$ cat src/rtl/oid_pkg.sv
`default_nettype none

package oid_pkg;

    localparam int ARC_WIDTH_DEF = 64;   // default accumulator width
    localparam int ARC_OUT_W     = 64;   // width of the arc field on the result stream
    localparam int OCTET_W       = 8;
    localparam int GROUP_W       = 7;
    localparam int MORE_BIT      = 7;    // continuation flag position in an octet
    localparam int FIRST_DIV     = 40;
    localparam int FIRST_MAX     = 2;
    localparam int RQ_DEPTH      = 4;    // result queue entries

    localparam int CFG_DATA_W = 32;
    localparam int CFG_ADDR_W = 3;

    typedef enum logic [0:0] {
        REG_IS_RELATIVE = 1'b0
    } t_reg_index;

    typedef enum logic [1:0] {
        ST_OK       = 2'd0,
        ST_TRUNC    = 2'd1,
        ST_OVERFLOW = 2'd2
    } t_status;

    typedef struct packed {
        logic                 object_last;
        logic                 run_last;
        t_status              status;
        logic [ARC_OUT_W-1:0] arc_value;
    } t_result;

endpackage

`default_nettype wire

$ cat src/rtl/oid_result_fifo.sv
`default_nettype none

// Small result queue. Takes up to two results per cycle, hands out one.
module oid_result_fifo #(
    parameter int DEPTH = oid_pkg::RQ_DEPTH
) (
    input  wire               i_clk,
    input  wire               i_rst_n,
    input  wire               i_push_a,
    input  wire               i_push_b,
    input  oid_pkg::t_result  i_data_a,
    input  oid_pkg::t_result  i_data_b,
    output logic              o_room_two,
    output logic              o_valid,
    input  wire               i_pop,
    output oid_pkg::t_result  o_data
);

    localparam int PTR_W = $clog2(DEPTH);
    localparam int CNT_W = $clog2(DEPTH + 1);

    oid_pkg::t_result r_mem [DEPTH];

    logic [PTR_W-1:0] r_wp, n_wp;
    logic [PTR_W-1:0] r_rp, n_rp;
    logic [CNT_W-1:0] r_cnt, n_cnt;
    logic [PTR_W-1:0] wp_b;
    logic             pop_ok;

    assign wp_b       = r_wp + PTR_W'(1);
    assign pop_ok     = i_pop && (r_cnt != '0);
    assign o_valid    = (r_cnt != '0);
    assign o_data     = r_mem[r_rp];
    assign o_room_two = (r_cnt <= CNT_W'(DEPTH - 2));

    always_comb begin
        n_wp  = r_wp + PTR_W'(i_push_a) + PTR_W'(i_push_b);
        n_rp  = r_rp + PTR_W'(pop_ok);
        n_cnt = r_cnt + CNT_W'(i_push_a) + CNT_W'(i_push_b) - CNT_W'(pop_ok);
    end

    always_ff @(posedge i_clk) begin
        if (i_push_a) begin
            r_mem[r_wp] <= i_data_a;
        end
        if (i_push_b) begin
            r_mem[wp_b] <= i_data_b;
        end
    end

    always_ff @(posedge i_clk) begin
        if (!i_rst_n) begin
            r_wp  <= '0;
            r_rp  <= '0;
            r_cnt <= '0;
        end else begin
            r_wp  <= n_wp;
            r_rp  <= n_rp;
            r_cnt <= n_cnt;
        end
    end

endmodule

`default_nettype wire

$ cat src/rtl/oid_arc_decoder.sv
// Results are written into the result queue in the cycle in which their octet is accepted.
// Throughput: one octet per cycle while two queue entries are free; the first arc of an absolute identifier gives two
// results, so the result port, one result per cycle, sets the pace for that octet.
// The four-entry result queue takes a new octet whenever two entries are free.
// Reset (i_rst_n, synchronous, active low) clears the arc state, the queue and is_relative.
`default_nettype none

module oid_arc_decoder #(
    parameter int ARC_WIDTH = oid_pkg::ARC_WIDTH_DEF
) (
    input  wire                              i_clk,
    input  wire                              i_rst_n,

    // Octet stream in.
    input  wire                              s_axis_tvalid,
    output logic                             s_axis_tready,
    input  wire  [oid_pkg::OCTET_W-1:0]      s_axis_tdata,   // [7:0] octet
    input  wire                              s_axis_tlast,   // end_of_content

    // Arc result stream out.
    output logic                             m_axis_tvalid,
    input  wire                              m_axis_tready,
    output logic [oid_pkg::ARC_OUT_W-1:0]    m_axis_tdata,   // [63:0] arc_value
    output logic [2:0]                       m_axis_tuser,   // [1:0] status, [2] run_last
    output logic                             m_axis_tlast,   // object_last

    // Configuration port.
    input  wire                              psel,
    input  wire                              penable,
    input  wire                              pwrite,
    input  wire  [oid_pkg::CFG_ADDR_W-1:0]   paddr,
    input  wire  [oid_pkg::CFG_DATA_W-1:0]   pwdata,
    output logic [oid_pkg::CFG_DATA_W-1:0]   prdata,
    output logic                             pready
);

    localparam int W = ARC_WIDTH;

    // Arc state: the groups of the arc in progress, whether no arc of this
    // identifier has been emitted yet, and whether the arc in progress lost bits.
    logic [W-1:0] r_acc, n_acc;
    logic         r_first, n_first;
    logic         r_ovf, n_ovf;
    logic         r_is_relative;

    logic                  accept;
    logic                  more;
    logic                  eoc;
    logic [W-1:0]          acc_sh;
    logic                  ovf_now;
    logic                  ovf_any;
    logic                  ge_lo, ge_hi;
    logic [1:0]            arc0;
    logic [W-1:0]          arc0_scaled;
    logic [W-1:0]          arc1;
    logic                  push_a, push_b;
    oid_pkg::t_result      res_a, res_b, head;
    logic                  room_two;
    logic                  cfg_wr;
    oid_pkg::t_reg_index   reg_idx;

    // ------------------------------------------------------------------
    // Configuration. The register index is the word address; byte-lane
    // bits are ignored. Writes beyond the register list are dropped.
    // ------------------------------------------------------------------
    assign pready  = 1'b1;
    assign reg_idx = oid_pkg::t_reg_index'(paddr[oid_pkg::CFG_ADDR_W-1:2]);
    assign cfg_wr  = psel && penable && pwrite && pready;

    always_comb begin
        prdata = '0;
        unique case (reg_idx)
            oid_pkg::REG_IS_RELATIVE: prdata = oid_pkg::CFG_DATA_W'(r_is_relative);
            default:                  prdata = '0;
        endcase
    end

    always_ff @(posedge i_clk) begin
        if (!i_rst_n) begin
            r_is_relative <= 1'b0;
        end else if (cfg_wr && (reg_idx == oid_pkg::REG_IS_RELATIVE)) begin
            r_is_relative <= pwdata[0];
        end
    end

    // ------------------------------------------------------------------
    // Octet step. The accumulator shifts in seven bits per octet; bits that
    // would fall off the top mark the arc as overflowed instead of wrapping.
    // ------------------------------------------------------------------
    assign s_axis_tready = room_two;
    assign accept        = s_axis_tvalid && s_axis_tready;
    assign more          = s_axis_tdata[oid_pkg::MORE_BIT];
    assign eoc           = s_axis_tlast;
    assign acc_sh        = {r_acc[W-oid_pkg::GROUP_W-1:0], s_axis_tdata[oid_pkg::GROUP_W-1:0]};
    assign ovf_now       = (r_acc[W-1 -: oid_pkg::GROUP_W] != '0);
    assign ovf_any       = r_ovf || ovf_now;

    // First arc of an absolute identifier: arc0 = min(v / 40, 2). With the
    // cap at two, two compares against 40 and 80 replace the divide.
    assign ge_hi       = (acc_sh >= W'(oid_pkg::FIRST_DIV * oid_pkg::FIRST_MAX));
    assign ge_lo       = (acc_sh >= W'(oid_pkg::FIRST_DIV));
    assign arc0        = ge_hi ? 2'd2 : (ge_lo ? 2'd1 : 2'd0);
    assign arc0_scaled = ge_hi ? W'(oid_pkg::FIRST_DIV * oid_pkg::FIRST_MAX)
                       : (ge_lo ? W'(oid_pkg::FIRST_DIV) : '0);
    assign arc1        = acc_sh - arc0_scaled;

    always_comb begin
        n_acc   = r_acc;
        n_first = r_first;
        n_ovf   = r_ovf;
        push_a  = 1'b0;
        push_b  = 1'b0;

        res_a.arc_value   = '0;
        res_a.status      = oid_pkg::ST_OK;
        res_a.run_last    = 1'b1;
        res_a.object_last = eoc;
        res_b.arc_value   = oid_pkg::ARC_OUT_W'(arc1);
        res_b.status      = oid_pkg::ST_OK;
        res_b.run_last    = 1'b1;
        res_b.object_last = eoc;

        if (accept) begin
            if (more) begin
                // Continuation octet; at the end of content it means truncation.
                n_acc = acc_sh;
                n_ovf = ovf_any;
                if (eoc) begin
                    push_a       = 1'b1;
                    res_a.status = oid_pkg::ST_TRUNC;
                end
            end else begin
                push_a = 1'b1;
                if (ovf_any) begin
                    res_a.status = oid_pkg::ST_OVERFLOW;
                end else if (!r_is_relative && r_first) begin
                    // Split first arc: arc0 first, then the remainder.
                    res_a.arc_value   = oid_pkg::ARC_OUT_W'(arc0);
                    res_a.run_last    = 1'b0;
                    res_a.object_last = 1'b0;
                    push_b            = 1'b1;
                end else begin
                    res_a.arc_value = oid_pkg::ARC_OUT_W'(acc_sh);
                end
                n_acc   = '0;
                n_ovf   = 1'b0;
                n_first = 1'b0;
            end
            // The end of content always returns the state to its reset value.
            if (eoc) begin
                n_acc   = '0;
                n_ovf   = 1'b0;
                n_first = 1'b1;
            end
        end
    end

    always_ff @(posedge i_clk) begin
        if (!i_rst_n) begin
            r_acc   <= '0;
            r_first <= 1'b1;
            r_ovf   <= 1'b0;
        end else begin
            r_acc   <= n_acc;
            r_first <= n_first;
            r_ovf   <= n_ovf;
        end
    end

    // ------------------------------------------------------------------
    // Result queue. It decouples the octet side from the result side and
    // absorbs the second result of a split first arc.
    // ------------------------------------------------------------------
    oid_result_fifo #(
        .DEPTH (oid_pkg::RQ_DEPTH)
    ) u_result_fifo (
        .i_clk      (i_clk),
        .i_rst_n    (i_rst_n),
        .i_push_a   (push_a),
        .i_push_b   (push_b),
        .i_data_a   (res_a),
        .i_data_b   (res_b),
        .o_room_two (room_two),
        .o_valid    (m_axis_tvalid),
        .i_pop      (m_axis_tready),
        .o_data     (head)
    );

    assign m_axis_tdata = head.arc_value;
    assign m_axis_tuser = {head.run_last, head.status};
    assign m_axis_tlast = head.object_last;

endmodule

`default_nettype wire

$ cat config.mk
export PLATFORM = sky130hd
export DESIGN_NAME = oid_arc_decoder
export DESIGN_NICKNAME = d
export VERILOG_FILES = /design/src/rtl/oid_pkg.sv /design/src/rtl/oid_result_fifo.sv /design/src/rtl/oid_arc_decoder.sv
export SDC_FILE = /design/constraint.sdc
export NUM_CORES = 1
export LEC_CHECK = 0
export ABC_AREA = 1
export BUFFER_PORTS_ARGS = -buffer_cell sky130_fd_sc_hd__buf_2
export CORE_MARGIN = 5
export CORE_UTILIZATION = 30
export DETAILED_ROUTE_END_ITERATION = 16
export GPL_TIMING_DRIVEN = 0
export MAX_ROUTING_LAYER = met4
export PLACE_DENSITY = 0.5
export SYNTH_ARGS = -nofsm -noshare
export SYNTH_HDL_FRONTEND = slang
export SYNTH_SLANG_ARGS = --single-unit
$ cat constraint.sdc
create_clock -name i_clk -period 5 [get_ports i_clk]
set_input_delay 1 -clock i_clk [delete_from_list [all_inputs] [get_ports i_clk]]
set_output_delay 1 -clock i_clk [all_outputs]
set_load 0.01 [all_outputs]
==> run_results.csv <==
group,metric,value,unit
sta,layout_setup_ws,0.198,ns
cells_and_area,stdcell_area,21800,um2
cts,path_clk_slew,0.06,ns
global_route,gr-usage-all-layers,0.238,
global_route,grt_pass1_vias,17300,
synth,synth_top_area_cell,"edfxtp_1",
sta,period_needed,4.80,ns
cts,clk_latency,0.58,ns
synth,synth_async_sr_flop_share,0,
sta,skew,0.0166,ns
cts,cts_sinks,346,
die,initial_core_util,0.303,
synth,yosys_warnings,0,
global_route,grt_use_met1,0.310,
sta,tightest_slew,1.15,ns
drt,wl_per_cell,23.9,um
placed_design,pre_cts_ws,0.377,ns
setup_path,r2r_cells,18,
hold_path,hold_depth,2,
drt,drt_iter0_markers,1976,
cts,cts_tree,"done",
setup_path,crit_fanout,10,
global_route,busiest_layer,"met2",
setup_path,cp-start-kind,"flop",
cts,cts_max_level,2,
placed_design,dpl_cell_area,20400,um2
sta,finalHoldViolCount,0,
drt,num_vias,17700,
global_route,antenna_found_initial,4,
die,num_rows,91,
drt,wl,80.2,mm
placed_design,gp_congestion,0.974,
cells_and_area,fillers,6471,
synth,syn_inst,2323,
setup_path,crit_arrival,3.80,ns
sta,rsz0062_at_grt,"no",
die,fp.dieH,259,um
synth,synth_top_area_share,0.418,
synth,synthTopCellsByArea,"edfxtp_1, nand2_1, dfxtp_1, o21ai_0, nor2_1",
hold_path,holdCritPathClass,"flop to flop",
drt,vias_per_cell,5.27,
placed_design,hpwl,57.3,mm
sta,slew_headroom,0.235,
die,fp.dieW,259,um
sta,fin_crit_sh,0.960,
synth,ys_seq_area_frac,0.510,
synth,synth_ff_type,"edfxtp_1",
power,p_per_area,530,nW/um2
cts,cts_buffer_depth,3,
global_route,grt_max_degree,37,
power,ir_drop,0.000224,V
die,core,61700,um2
sta,drv_slew,0,
cells_and_area,drive_gt1_frac,0.106,
global_route,gr-total-overflow,0,
cts,cts-root-buf,"clkbuf_16",
synth,syn_area,18700,um2
global_route,grt_pass1_wl,116,mm
setup_path,crit_required,4.00,ns
synth,syn_avg_cell_area,8.04,um2
placed_design,port_buffers,88,
die,die_area,67300,um2
synth,synth_seq_cells,346,
setup_path,cp-end-kind,"output pin",
flow_run,cap_violations,0,
synth,yosysUniqueCellTypes,35,
sta,setup_viol,0,
cts,cts_buffers,41,
synth,synth_edf_count,260,
drt,ant_nets,0,
global_route,grtUsageMet3,0.0459,
setup_path,crit_type,"flop to output pin",
run_status,status,"finished clean",
cells_and_area,area_growth,16.8,%
global_route,met2_usage,0.371,
sta,fmax,0.208,GHz
drt,drc,0,
power,p_leak,8.71,nW
cts,postCtsSetupRepairBufs,0,
die,pin_count,154,
cells_and_area,fin_nets,2549,
drt,dr.pass1.iters,8,
## layout by cell type (no fill, tap or decap), drive strengths merged, types with 86 or more instances in the layout
| cell type | netlist | layout |
|---|---|---|
| nand2 | 623 | 623 |
| nor2 | 321 | 321 |
| o21ai | 310 | 310 |
| edfxtp | 260 | 260 |
| buf | 83 | 175 |
| nand3 | 166 | 166 |
| clkbuf | 84 | 135 |
| inv | 115 | 116 |
| dfxtp | 86 | 86 |
## state kept, by name (all words and copies together) (netlist names)
| name | cells |
|---|---|
| r_first | 1 |
| r_is_relative | 1 |
| u_result_fifo.r_rp | 2 |
| u_result_fifo.r_wp | 2 |
| r_acc | 64 |
| r_ovf | 1 |
| u_result_fifo.r_mem | 272 |
| u_result_fifo.r_cnt | 3 |
## routing by layer
metal,routed length [um],share of wire
met5,0,0
met2,36300,0.45
met1,33800,0.42
met4,3350,0.042
met3,6800,0.085
## report_power, final
group | internal (mW) | switching, mW | total [mW]
registers | 3.63 | 0.281 | 3.91
logic | 1.13 | 3.39 | 4.52
clock network | 1.85 | 1.28 | 3.13
total | 6.61 | 4.95 | 11.6
## final timing paths
path,startpoint,end,slack (ns)
max,u_result_fifo.r_rp[0],m_axis_tdata[55],0.20
min,u_result_fifo.r_mem[3][66],u_result_fifo.r_mem[3][66],0.46
min reg2reg,u_result_fifo.r_mem[3][66],u_result_fifo.r_mem[3][66],0.46
max reg2reg,r_acc[28],u_result_fifo.r_mem[1][55],0.34
## worst max-delay path, stage by stage (launching register included)
cell and delay (ns):
dfxtp_1 0.39, clkdlybuf4s15_1 0.88, clkbuf_1 0.75, clkbuf_1 0.60
nor2_1 0.13, o22ai_1 0.26, buf_2 0.19
## final cells by class
class,count,area [um2],area share
clock inverters,22,259,0.0119
repair buffers,92,551,0.0253
plain buffers,166,827,0.0379
clock buffers,53,1120,0.0515
inverters,117,439,0.0201
multi-input cells,1723,8020,0.368
diodes,3,7.51,0.000344
well taps,837,1050,0.0480
flip-flops and latches,346,9530,0.437
## cell families (layout without fill, tap and decap cells)
kind of cell    after synthesis  after routing  share of synthesized area
simple gates               1154           1154                      0.254
compound gates              495            495                      0.144
flops                       346            346                      0.510
buf+inv                     284            450                     0.0677
xor+xnor                     31             31                     0.0145
fa+ha+maj                    11             11                    0.00898
other cells                   2             35                   0.000402
## per-stage QoR
step / setup TNS (ns) / total power, mW / hold WS [ns] / std cells / utilization
CTS: 0 / 11.6 / 0.456 / 3356 / 0.353
detailed placement: 0 / 8.45 / 0.441 / 3282 / 0.331
global route: 0 / 12.1 / 0.469 / 3359 / 0.353
floorplan: 0 / 6.46 / 0.421 / 2353 / -
finish: 0 / 11.6 / 0.457 / 3359 / 0.353
global placement: -273.15 / 8.40 / 0.434 / 3278 / 0.328
## timing repair
action	4_1_cts	5_1_grt
gates resized for setup	0	2
gates cloned	0	0
endpoints found under the setup margin	27	1
hold buffers	0	0
## Yosys cell counts, types with 29 or more instances
| cell | number |
|---|---|
| edfxtp_1 | 260 |
| buf_4 | 42 |
| o21ai_0 | 291 |
| xor2_1 | 29 |
| buf_2 | 32 |
| dfxtp_1 | 86 |
| a21oi_1 | 68 |
| clkbuf_1 | 84 |
| nand2_1 | 620 |
| nor2_1 | 304 |
| nand3_1 | 165 |
| inv_1 | 107 |
| a211oi_1 | 47 |
| o22ai_1 | 68 |
No activity file was read; power rests on OpenSTA's default activity.
